$ cat config.mk
export PLATFORM = sky130hd
export DESIGN_NAME = scalar_kalman_beta_tracker_core
export DESIGN_NICKNAME = d
export VERILOG_FILES = /design/src/hdl/skbt_pkg.sv /design/src/hdl/skbt_mul.sv /design/src/hdl/skbt_div.sv /design/src/hdl/scalar_kalman_beta_tracker_core.sv
export SDC_FILE = /design/constraint.sdc
export NUM_CORES = 2
export LEC_CHECK = 0
export ABC_AREA = 1
export BUFFER_PORTS_ARGS = -buffer_cell sky130_fd_sc_hd__buf_2
export CAP_MARGIN = 40
export CELL_PAD_IN_SITES_DETAIL_PLACEMENT = 0
export CELL_PAD_IN_SITES_GLOBAL_PLACEMENT = 1
export CORE_ASPECT_RATIO = 0.7
export CORE_UTILIZATION = 35
export DETAILED_ROUTE_END_ITERATION = 16
export PLACE_DENSITY_LB_ADDON = 0.1
export SLEW_MARGIN = 20
export SYNTH_ARGS = -nofsm -noshare
export SYNTH_HDL_FRONTEND = slang
export SYNTH_SLANG_ARGS = --single-unit
$ cat constraint.sdc
create_clock -name aclk -period 9.6 [get_ports aclk]
set_input_delay 1.44 -clock aclk [delete_from_list [all_inputs] [get_ports aclk]]
set_output_delay 1.44 -clock aclk [all_outputs]
set_load 0.02 [all_outputs]
$ cat src/hdl/skbt_pkg.sv
package skbt_pkg;

    // Wide signed type that holds any intermediate sum before clamping
    localparam int WIDE_W = 72;
    typedef logic signed [WIDE_W-1:0] wide_t;

    localparam wide_t S32_MAX_W = 72'sd2147483647;
    localparam wide_t S32_MIN_W = -72'sd2147483648;
    localparam wide_t U31_MAX_W = 72'sd2147483647;
    localparam wide_t ZERO_W    = 72'sd0;

    // Configuration register indexes
    localparam logic [1:0] REG_PROCESS_NOISE     = 2'd0;
    localparam logic [1:0] REG_MEASUREMENT_NOISE = 2'd1;
    localparam logic [1:0] REG_INITIAL_VARIANCE  = 2'd2;

    // Register reset values, unsigned Q7.24
    localparam logic [30:0] PROCESS_NOISE_RST     = 31'd33554;
    localparam logic [30:0] MEASUREMENT_NOISE_RST = 31'd50332;
    localparam logic [30:0] INITIAL_VARIANCE_RST  = 31'd41943;

    // Item function codes
    localparam logic FUNC_START  = 1'b0;
    localparam logic FUNC_UPDATE = 1'b1;

    // Result status codes
    localparam logic [1:0] STATUS_OK       = 2'd0;
    localparam logic [1:0] STATUS_ZERO_DEN = 2'd1;
    localparam logic [1:0] STATUS_SAT      = 2'd2;

    // Divider status toward the sequencer
    typedef struct packed {
        logic done;
        logic sat;
    } div_stat_t;

    function automatic logic signed [31:0] sat_s32(input wide_t v);
        logic signed [31:0] r;
        if (v > S32_MAX_W) begin
            r = 32'sh7fff_ffff;
        end else if (v < S32_MIN_W) begin
            r = 32'sh8000_0000;
        end else begin
            r = 32'(v);
        end
        return r;
    endfunction

    function automatic logic ovf_s32(input wide_t v);
        return (v > S32_MAX_W) || (v < S32_MIN_W);
    endfunction

    function automatic logic [30:0] sat_u31(input wide_t v);
        logic [30:0] r;
        if (v > U31_MAX_W) begin
            r = 31'h7fff_ffff;
        end else if (v < ZERO_W) begin
            r = 31'd0;
        end else begin
            r = 31'(v);
        end
        return r;
    endfunction

    function automatic logic ovf_u31(input wide_t v);
        return (v > U31_MAX_W) || (v < ZERO_W);
    endfunction

endpackage

$ cat src/hdl/skbt_mul.sv
module skbt_mul (
    input  logic               aclk,
    input  logic signed [31:0] op_a,
    input  logic signed [31:0] op_b,
    output logic signed [63:0] prod
);

    logic signed [63:0] prod_reg;

    // Register the full signed product
    always_ff @(posedge aclk) begin
        prod_reg <= op_a * op_b;
    end

    assign prod = prod_reg;

endmodule

$ cat src/hdl/skbt_div.sv
module skbt_div #(
    parameter int FRAC_BITS = 24,
    parameter int DEN_W     = 40
) (
    input  logic                    aclk,
    input  logic                    aresetn,
    input  logic                    start,
    input  logic [31:0]             num_mag,
    input  logic                    num_neg,
    input  logic [DEN_W-1:0]        den,
    output logic signed [31:0]      quot,
    output skbt_pkg::div_stat_t     stat
);

    // Dividend is |num| scaled by 2^FRAC_BITS; quotient bits are found one a cycle
    localparam int NUM_W = 32 + FRAC_BITS;
    localparam int QB    = 33;
    localparam int HI_W  = NUM_W - QB;
    localparam int CNT_W = $clog2(QB + 1);

    logic [NUM_W-1:0]      num_full;
    logic [DEN_W-1:0]      num_hi;
    logic [DEN_W:0]        trial;
    logic                  qbit;

    logic                  busy_reg;
    logic                  done_reg;
    logic [CNT_W-1:0]      cnt_reg;
    logic [DEN_W-1:0]      rem_reg;
    logic [DEN_W-1:0]      den_reg;
    logic [QB-1:0]         nlow_reg;
    logic [QB-1:0]         q_reg;
    logic                  neg_reg;
    logic                  ovf_reg;
    logic                  sat_reg;
    logic signed [31:0]    quot_reg;

    assign num_full = {num_mag, FRAC_BITS'(0)};
    assign num_hi   = DEN_W'(num_full[NUM_W-1 -: HI_W]);
    assign trial    = {rem_reg, nlow_reg[QB-1]};
    assign qbit     = (trial >= {1'b0, den_reg});

    // Control: load, step through the quotient bits, then finish
    always_ff @(posedge aclk) begin
        if (!aresetn) begin
            busy_reg <= 1'b0;
            done_reg <= 1'b0;
            cnt_reg  <= '0;
        end else begin
            done_reg <= 1'b0;
            if (start) begin
                busy_reg <= 1'b1;
                cnt_reg  <= '0;
            end else if (busy_reg) begin
                if (cnt_reg == CNT_W'(QB)) begin
                    busy_reg <= 1'b0;
                    done_reg <= 1'b1;
                end else begin
                    cnt_reg <= cnt_reg + 1'b1;
                end
            end
        end
    end

    // Datapath: restoring division, then sign and clamp
    always_ff @(posedge aclk) begin
        if (start) begin
            den_reg  <= den;
            neg_reg  <= num_neg;
            ovf_reg  <= (num_hi >= den);
            rem_reg  <= (num_hi >= den) ? '0 : num_hi;
            nlow_reg <= num_full[QB-1:0];
            q_reg    <= '0;
        end else if (busy_reg && (cnt_reg != CNT_W'(QB))) begin
            rem_reg  <= qbit ? DEN_W'(trial - {1'b0, den_reg}) : trial[DEN_W-1:0];
            q_reg    <= {q_reg[QB-2:0], qbit};
            nlow_reg <= {nlow_reg[QB-2:0], 1'b0};
        end else if (busy_reg) begin
            if (!neg_reg) begin
                if (ovf_reg || (q_reg > QB'(32'h7fff_ffff))) begin
                    sat_reg  <= 1'b1;
                    quot_reg <= 32'sh7fff_ffff;
                end else begin
                    sat_reg  <= 1'b0;
                    quot_reg <= 32'(q_reg);
                end
            end else begin
                if (ovf_reg || (q_reg > QB'(32'h8000_0000))) begin
                    sat_reg  <= 1'b1;
                    quot_reg <= 32'sh8000_0000;
                end else begin
                    sat_reg  <= 1'b0;
                    quot_reg <= 32'(~q_reg + 1'b1);
                end
            end
        end
    end

    assign quot      = quot_reg;
    assign stat.done = done_reg;
    assign stat.sat  = sat_reg;

endmodule

$ cat src/hdl/scalar_kalman_beta_tracker_core.sv
// Channel   Direction  Ports                    Content
// s_        in         tvalid tready tdata tuser  tuser[0] func; tdata beta0/asset/market/rf
// m_        out        tvalid tready tdata tuser  tdata beta/variance; tuser status
// cfg_      in         we index wdata           Q, R, P0 register writes
//
// A start item goes straight to the output load; an update forms nine products on
// one shared 32x32 multiplier and the gain in the bit-serial divider, then loads the
// output (the divider is skipped when the denominator is zero).
// Reset (aresetn low, synchronous) clears beta and variance to zero and loads
// the register defaults. The input is ready only when the sequencer is idle; a
// finished result waits in the output register while the next item is taken.
module scalar_kalman_beta_tracker_core #(
    parameter int FRAC_BITS = 24
) (
    input  logic         aclk,
    input  logic         aresetn,
    // tdata: initial_beta[31:0], asset_return[63:32], market_return[95:64],
    //        riskfree_rate[127:96]
    input  logic [127:0] s_tdata,
    // tuser: func[0]
    input  logic [0:0]   s_tuser,
    input  logic         s_tvalid,
    output logic         s_tready,
    // tdata: beta_estimate[31:0], variance_estimate[62:32], zero pad[63]
    output logic [63:0]  m_tdata,
    // tuser: status[1:0]
    output logic [1:0]   m_tuser,
    output logic         m_tvalid,
    input  logic         m_tready,
    input  logic         cfg_we,
    input  logic [1:0]   cfg_index,
    input  logic [30:0]  cfg_wdata
);

    localparam int FL_W = 64 - FRAC_BITS;
    localparam skbt_pkg::wide_t ONE_W = skbt_pkg::wide_t'(1) <<< FRAC_BITS;

    localparam logic [4:0] ST_IDLE = 5'd0;
    localparam logic [4:0] ST_M1   = 5'd1;
    localparam logic [4:0] ST_M1W  = 5'd2;
    localparam logic [4:0] ST_M2   = 5'd3;
    localparam logic [4:0] ST_M2W  = 5'd4;
    localparam logic [4:0] ST_M3   = 5'd5;
    localparam logic [4:0] ST_M3W  = 5'd6;
    localparam logic [4:0] ST_DIVS = 5'd7;
    localparam logic [4:0] ST_DIVW = 5'd8;
    localparam logic [4:0] ST_M4   = 5'd9;
    localparam logic [4:0] ST_M4W  = 5'd10;
    localparam logic [4:0] ST_M5   = 5'd11;
    localparam logic [4:0] ST_M5W  = 5'd12;
    localparam logic [4:0] ST_M6   = 5'd13;
    localparam logic [4:0] ST_M6W  = 5'd14;
    localparam logic [4:0] ST_M7   = 5'd15;
    localparam logic [4:0] ST_M7W  = 5'd16;
    localparam logic [4:0] ST_M8   = 5'd17;
    localparam logic [4:0] ST_M8W  = 5'd18;
    localparam logic [4:0] ST_M9   = 5'd19;
    localparam logic [4:0] ST_M9W  = 5'd20;
    localparam logic [4:0] ST_FIN  = 5'd21;

    logic [4:0]               state_reg;
    logic [4:0]               state_next;

    logic [30:0]              q_reg;
    logic [30:0]              r_reg;
    logic [30:0]              p0_reg;

    logic signed [31:0]       beta_reg;
    logic [30:0]              var_reg;

    logic signed [31:0]       x_reg;
    logic signed [31:0]       y_reg;
    logic [30:0]              pm_reg;
    logic signed [31:0]       eps_reg;
    logic signed [31:0]       px_reg;
    logic [FL_W-1:0]          den_reg;
    logic signed [31:0]       k_reg;
    logic signed [31:0]       om_reg;
    logic signed [31:0]       sq_reg;
    logic signed [31:0]       ksq_reg;
    logic signed [FL_W-1:0]   acc_reg;
    logic                     sat_reg;
    logic                     zden_reg;

    logic                     m_tvalid_reg;
    logic signed [31:0]       beta_out_reg;
    logic [30:0]              var_out_reg;
    logic [1:0]               status_out_reg;

    logic signed [31:0]       in_beta;
    logic signed [31:0]       in_asset;
    logic signed [31:0]       in_market;
    logic signed [31:0]       in_rf;
    logic                     in_accept;

    skbt_pkg::wide_t          x_wide;
    skbt_pkg::wide_t          y_wide;
    skbt_pkg::wide_t          pm_wide;
    skbt_pkg::wide_t          kx_wide;
    logic signed [31:0]       kx_sat;
    skbt_pkg::wide_t          om_wide;

    logic signed [31:0]       mul_a;
    logic signed [31:0]       mul_b;
    logic signed [63:0]       prod;
    logic signed [FL_W-1:0]   fl_val;
    skbt_pkg::wide_t          fl_wide;

    logic                     div_start;
    logic [31:0]              div_mag;
    logic signed [31:0]       div_quot;
    skbt_pkg::div_stat_t      div_stat;

    logic                     out_load;

    assign in_beta   = $signed(s_tdata[31:0]);
    assign in_asset  = $signed(s_tdata[63:32]);
    assign in_market = $signed(s_tdata[95:64]);
    assign in_rf     = $signed(s_tdata[127:96]);

    assign s_tready  = (state_reg == ST_IDLE);
    assign in_accept = s_tvalid && s_tready;

    // Excess returns and predicted variance, formed as the item is taken
    assign x_wide  = skbt_pkg::wide_t'(in_market) - skbt_pkg::wide_t'(in_rf);
    assign y_wide  = skbt_pkg::wide_t'(in_asset) - skbt_pkg::wide_t'(in_rf);
    assign pm_wide = skbt_pkg::wide_t'({1'b0, var_reg}) + skbt_pkg::wide_t'({1'b0, q_reg});

    // Floor-scaled product of the shared multiplier
    assign fl_val  = FL_W'(prod >>> FRAC_BITS);
    assign fl_wide = skbt_pkg::wide_t'(fl_val);

    // One minus K*x, both steps clamped
    assign kx_wide = fl_wide;
    assign kx_sat  = skbt_pkg::sat_s32(kx_wide);
    assign om_wide = ONE_W - skbt_pkg::wide_t'(kx_sat);

    // Select multiplier operands for each product
    always_comb begin
        mul_a = beta_reg;
        mul_b = x_reg;
        case (state_reg)
            ST_M1: begin
                mul_a = beta_reg;
                mul_b = x_reg;
            end
            ST_M2: begin
                mul_a = $signed({1'b0, pm_reg});
                mul_b = x_reg;
            end
            ST_M3: begin
                mul_a = px_reg;
                mul_b = x_reg;
            end
            ST_M4: begin
                mul_a = k_reg;
                mul_b = eps_reg;
            end
            ST_M5: begin
                mul_a = k_reg;
                mul_b = x_reg;
            end
            ST_M6: begin
                mul_a = om_reg;
                mul_b = om_reg;
            end
            ST_M7: begin
                mul_a = k_reg;
                mul_b = k_reg;
            end
            ST_M8: begin
                mul_a = sq_reg;
                mul_b = $signed({1'b0, pm_reg});
            end
            ST_M9: begin
                mul_a = ksq_reg;
                mul_b = $signed({1'b0, r_reg});
            end
            default: begin
                mul_a = beta_reg;
                mul_b = x_reg;
            end
        endcase
    end

    skbt_mul u_mul (
        .aclk (aclk),
        .op_a (mul_a),
        .op_b (mul_b),
        .prod (prod)
    );

    // Gain division: |px| * 2^FRAC_BITS / den
    assign div_start = (state_reg == ST_DIVS) && (den_reg != '0);
    assign div_mag   = px_reg[31] ? 32'(-px_reg) : 32'(px_reg);

    skbt_div #(
        .FRAC_BITS (FRAC_BITS),
        .DEN_W     (FL_W)
    ) u_div (
        .aclk    (aclk),
        .aresetn (aresetn),
        .start   (div_start),
        .num_mag (div_mag),
        .num_neg (px_reg[31]),
        .den     (den_reg),
        .quot    (div_quot),
        .stat    (div_stat)
    );

    assign out_load = (state_reg == ST_FIN) && (!m_tvalid_reg || m_tready);

    // Sequencer next state
    always_comb begin
        state_next = state_reg;
        case (state_reg)
            ST_IDLE: begin
                if (in_accept) begin
                    state_next = (s_tuser[0] == skbt_pkg::FUNC_START) ? ST_FIN : ST_M1;
                end
            end
            ST_M1:   state_next = ST_M1W;
            ST_M1W:  state_next = ST_M2;
            ST_M2:   state_next = ST_M2W;
            ST_M2W:  state_next = ST_M3;
            ST_M3:   state_next = ST_M3W;
            ST_M3W:  state_next = ST_DIVS;
            ST_DIVS: state_next = (den_reg == '0) ? ST_M4 : ST_DIVW;
            ST_DIVW: begin
                if (div_stat.done) begin
                    state_next = ST_M4;
                end
            end
            ST_M4:   state_next = ST_M4W;
            ST_M4W:  state_next = ST_M5;
            ST_M5:   state_next = ST_M5W;
            ST_M5W:  state_next = ST_M6;
            ST_M6:   state_next = ST_M6W;
            ST_M6W:  state_next = ST_M7;
            ST_M7:   state_next = ST_M7W;
            ST_M7W:  state_next = ST_M8;
            ST_M8:   state_next = ST_M8W;
            ST_M8W:  state_next = ST_M9;
            ST_M9:   state_next = ST_M9W;
            ST_M9W:  state_next = ST_FIN;
            ST_FIN: begin
                if (out_load) begin
                    state_next = ST_IDLE;
                end
            end
            default: state_next = ST_IDLE;
        endcase
    end

    // Control state, configuration and filter state
    always_ff @(posedge aclk) begin
        if (!aresetn) begin
            state_reg    <= ST_IDLE;
            q_reg        <= skbt_pkg::PROCESS_NOISE_RST;
            r_reg        <= skbt_pkg::MEASUREMENT_NOISE_RST;
            p0_reg       <= skbt_pkg::INITIAL_VARIANCE_RST;
            beta_reg     <= '0;
            var_reg      <= '0;
            m_tvalid_reg <= 1'b0;
            sat_reg      <= 1'b0;
            zden_reg     <= 1'b0;
        end else begin
            state_reg <= state_next;

            if (cfg_we) begin
                case (cfg_index)
                    skbt_pkg::REG_PROCESS_NOISE:     q_reg  <= cfg_wdata;
                    skbt_pkg::REG_MEASUREMENT_NOISE: r_reg  <= cfg_wdata;
                    skbt_pkg::REG_INITIAL_VARIANCE:  p0_reg <= cfg_wdata;
                    default: ;
                endcase
            end

            if (out_load) begin
                m_tvalid_reg <= 1'b1;
            end else if (m_tvalid_reg && m_tready) begin
                m_tvalid_reg <= 1'b0;
            end

            case (state_reg)
                ST_IDLE: begin
                    if (in_accept) begin
                        zden_reg <= 1'b0;
                        if (s_tuser[0] == skbt_pkg::FUNC_START) begin
                            beta_reg <= in_beta;
                            var_reg  <= p0_reg;
                            sat_reg  <= 1'b0;
                        end else begin
                            sat_reg <= skbt_pkg::ovf_s32(x_wide) || skbt_pkg::ovf_s32(y_wide)
                                       || skbt_pkg::ovf_u31(pm_wide);
                        end
                    end
                end
                ST_M1W: begin
                    sat_reg <= sat_reg
                               || skbt_pkg::ovf_s32(skbt_pkg::wide_t'(y_reg) - fl_wide);
                end
                ST_M2W: begin
                    sat_reg <= sat_reg || skbt_pkg::ovf_s32(fl_wide);
                end
                ST_DIVS: begin
                    if (den_reg == '0) begin
                        zden_reg <= 1'b1;
                    end
                end
                ST_DIVW: begin
                    if (div_stat.done) begin
                        sat_reg <= sat_reg || div_stat.sat;
                    end
                end
                ST_M4W: begin
                    beta_reg <= skbt_pkg::sat_s32(skbt_pkg::wide_t'(beta_reg) + fl_wide);
                    sat_reg  <= sat_reg
                                || skbt_pkg::ovf_s32(skbt_pkg::wide_t'(beta_reg) + fl_wide);
                end
                ST_M5W: begin
                    sat_reg <= sat_reg || skbt_pkg::ovf_s32(kx_wide)
                               || skbt_pkg::ovf_s32(om_wide);
                end
                ST_M6W, ST_M7W: begin
                    sat_reg <= sat_reg || skbt_pkg::ovf_s32(fl_wide);
                end
                ST_M9W: begin
                    var_reg <= skbt_pkg::sat_u31(skbt_pkg::wide_t'(acc_reg) + fl_wide);
                    sat_reg <= sat_reg
                               || skbt_pkg::ovf_u31(skbt_pkg::wide_t'(acc_reg) + fl_wide);
                end
                default: ;
            endcase
        end
    end

    // Working values of the update
    always_ff @(posedge aclk) begin
        case (state_reg)
            ST_IDLE: begin
                x_reg  <= skbt_pkg::sat_s32(x_wide);
                y_reg  <= skbt_pkg::sat_s32(y_wide);
                pm_reg <= skbt_pkg::sat_u31(pm_wide);
            end
            ST_M1W:  eps_reg <= skbt_pkg::sat_s32(skbt_pkg::wide_t'(y_reg) - fl_wide);
            ST_M2W:  px_reg  <= skbt_pkg::sat_s32(fl_wide);
            ST_M3W:  den_reg <= $unsigned(fl_val) + FL_W'(r_reg);
            ST_DIVS: k_reg   <= '0;
            ST_DIVW: begin
                if (div_stat.done) begin
                    k_reg <= div_quot;
                end
            end
            ST_M5W:  om_reg  <= skbt_pkg::sat_s32(om_wide);
            ST_M6W:  sq_reg  <= skbt_pkg::sat_s32(fl_wide);
            ST_M7W:  ksq_reg <= skbt_pkg::sat_s32(fl_wide);
            ST_M8W:  acc_reg <= fl_val;
            default: ;
        endcase
    end

    // Hold the result until the item is taken
    always_ff @(posedge aclk) begin
        if (out_load) begin
            beta_out_reg <= beta_reg;
            var_out_reg  <= var_reg;
            if (sat_reg) begin
                status_out_reg <= skbt_pkg::STATUS_SAT;
            end else if (zden_reg) begin
                status_out_reg <= skbt_pkg::STATUS_ZERO_DEN;
            end else begin
                status_out_reg <= skbt_pkg::STATUS_OK;
            end
        end
    end

    assign m_tvalid = m_tvalid_reg;
    assign m_tdata  = {1'b0, var_out_reg, beta_out_reg};
    assign m_tuser  = status_out_reg;

endmodule
==> results by group <==
Outcome
  • Status: complete, no violations

Hold path
  • Hold EP: p0_reg[24]
  • Class of the tightest hold or removal check: flop to flop
  • Hold depth: 2
  • Min-Delay Startpoint: p0_reg[24]

Clock network
  • Root Buffer: clkbuf_16
  • CTS clock-pin slew for the worst setup and hold paths: 0.07 ns
  • Clk buf depth: 3
  • TritonCTS clock tree: done
  • Sink Count: 801
  • Cts bufs inserted: 86
  • Worst skew pair latency: 0.72 ns
  • CTS H-Tree Depth: 3

Floorplan
  • Die area: 246000 µm²
  • Die width: 593 µm
  • Core area: 242000 µm²
  • Die H: 416 µm
  • Initial Util: 0.353
  • Std-Cell Rows: around 150
  • Ports: between 200 and 250

Detailed routing
  • Routed Antenna Nets: 0
  • Drt total wl: 403000 µm
  • DRT Pass-1 Iters: 9
  • # DRC: 0
  • Vias: 75500
  • Routed WL per cell: 28.6 µm
  • DRT iter0 DRCs: about 9000
  • Vias per cell: approximately 5.4

Critical path
  • Crit start category: flop
  • CP Class: flop to flop
  • Critical-path top delay cell: fa_1
  • Crit-path max cell delay: 0.59 ns
  • Reg2reg setup slack: approximately 0.12 ns
  • Critical R2R Capture: u_mul.prod[61]
  • Crit Path Max Fanout: 15
  • Req. time, crit path: roughly 10 ns
  • Reg2reg path depth: 39
  • Critical Path AT: ~10 ns
  • Most frequent CP cell: nand2_1
  • Critical Path Sink Type: flop
  • Reg2reg start: state_reg[0]

STA
  • Final worst-path cycle share: 0.987
  • RSZ-0062 raised after global routing: no
  • Worst-margin pin slew: 1.04 ns
  • Tmin final: 9.48 ns
  • Final Hold Vio Count: 0
  • WHS: between 0.4 and 0.5 ns
  • # setup viols final: 0
  • Max Slew Vio Count: 0
  • Worst Clk Skew: 0.0426 ns
  • Slew margin rel.: 0.300
  • Fmax: roughly 0.11 GHz

Synthesis
  • Share of synthesized area spent on multiplexers: 0
  • Most common cell in the netlist: nand2_1
  • Mapped Area: between 80000 and 90000 µm²
  • EDFF count, synth: 556
  • Synth Area in Simple Gates: 0.178
  • Post-synthesis compound-gate area fraction: 0.111
  • Synth top cells by count: nand2_1, inv_1, nor2_1
  • Cell variety after synth: 76
  • Synth area leader: fa_1
  • Synth area leaders: fa_1, edfxtp_1, nand2_1, inv_1, ha_1
  • Syn_area_per_cell: 8.34 µm²
  • Xor/xnor share of the synthesized area: 0.0367
  • Cells after Synth: a little over 10000
  • Most used DFF post-synth: edfxtp_1
  • Syn Nets: around 12000
  • Ys Warns: 0
  • Synth top area share: 0.255
  • Combinational family with the most area after synthesis: adder cells
  • Sequential fraction of the synthesis area: 0.253
  • Synth Area in Adders: 0.328
  • Post-synth ARST share: 0
  • Flops & latches, synth: between 800 and 900

Final layout
  • Fin util: 0.402
  • Layout area overhead: 14.1%
  • Post-Layout Cell Count: around 14000
  • Share of cells above drive strength 1: 0.102
  • Final Cell Area: 97600 µm²
  • Fin nets: 12500

GRT
  • Number of global-route vias before repair: approximately 70000
  • Largest net degree at the start of global routing: 82
  • Grt total ovfl: 0
  • First-pass GRT wire length: 562000 µm
  • Initial antenna violation count: 51
  • Overall global routing resource usage: 0.325

Flow run
  • Maxcap violations: 0

Placement
  • Detailed Place HPWL: about 340000 µm
  • I/O Buffers: about 230
  • Area of placed instances: 94000 µm²
  • Final GP Congestion: 1.00
  • Inst Count DP: 13900
repair_timing:
action | in CTS | in global routing
setup buffers | 2 | 18
hold buffers | 0 | 0
endpoints found under the hold margin | 0 | 0
cloned | 1 | 1
resized for setup | 7 | 64
pin swaps | 1 | 4
setup endpoints to repair | 14 | 32
cell type report:
| type | instances | area [µm²] |
|---|---|---|
| fillers | 24900 | 145000 |
| multi-input cells | 7350 | 56300 |
| flip-flops and latches | 801 | 21600 |
| inverters | 1790 | 6760 |
| repair buffers | 753 | 5880 |
| well taps | 3213 | 4020 |
| clock buffers | 111 | 2420 |
| clock inverters | 47 | 507 |
| diodes | 22 | 55.1 |
kinds of logic (layout without fill, tap and decap cells):
family	Yosys count	in the layout
adders and majority gates	1585	1585
DFF	801	801
xor gates and xnor gates	358	358
other	1	23
buffers and inverters	2109	2701
AOI/OAI and AO/OA	1673	1673
and+or+nand+nor	3731	3733
per-stage QoR:
stage | setup TNS, ns | setup slack [ns]
floorplan | 0 | 0.905
global placement | -2.27 | -0.270
detailed placement | -1.06 | -0.133
CTS | 0 | 0.0276
global route | 0 | 0.00496
finish | 0 | 0.125
placed cells by master (no fill, tap or decap), types with 191 or more instances in the layout:
cell type	n
nand2_1	1951
inv_1	1725
nor2_1	1174
fa_1	1086
a21oi_1	675
edfxtp_1	556
o21ai_0	527
ha_1	496
buf_4	446
nand3_1	282
dfxtp_1	240
buf_2	235
xor2_1	191
worst max-delay path: cells and delay by family, from the launching register on:
kind	cells	cell delay, ns
AND/OR/NAND/NOR	15	2.35
XOR/XNOR	1	0.15
buffers and inverters	11	1.50
flip-flops	1	0.48
AO/OA/AOI/OAI	3	0.58
adder cells (fa/ha/maj)	9	4.25
worst max-delay path by stage:
stage	startpoint	end	slack, ns
5_1_grt	state_reg[2]	u_mul.prod[61]	0.005
6_report	state_reg[0]	u_mul.prod[61]	0.12
3_3_place_gp	state_reg[3]	u_mul.prod[60]	-0.27
3_5_place_dp	state_reg[4]	u_mul.prod[62]	-0.13
2_1_floorplan	state_reg[2]	u_mul.prod[63]	0.91
4_1_cts	state_reg[3]	u_mul.prod[60]	0.03
per-layer routing:
| metal | wire (µm) | share of wire | GRT usage | up-vias |
|---|---|---|---|---|
| met2 | 148000 | 0.37 | 0.412 | 3430 |
| met3 | 46100 | 0.11 | 0.0982 | 276 |
| met5 | 63 | 0.00016 | 0 | - |
| li1 | - | - | - | 33900 |
| met4 | 6080 | 0.015 | 0.0443 | 10 |
| met1 | 203000 | 0.50 | 0.533 | 38000 |
Power is left out: the tool's default activity adds up to more than one toggle a clock period on the data nets, which glitch-free logic cannot reach.
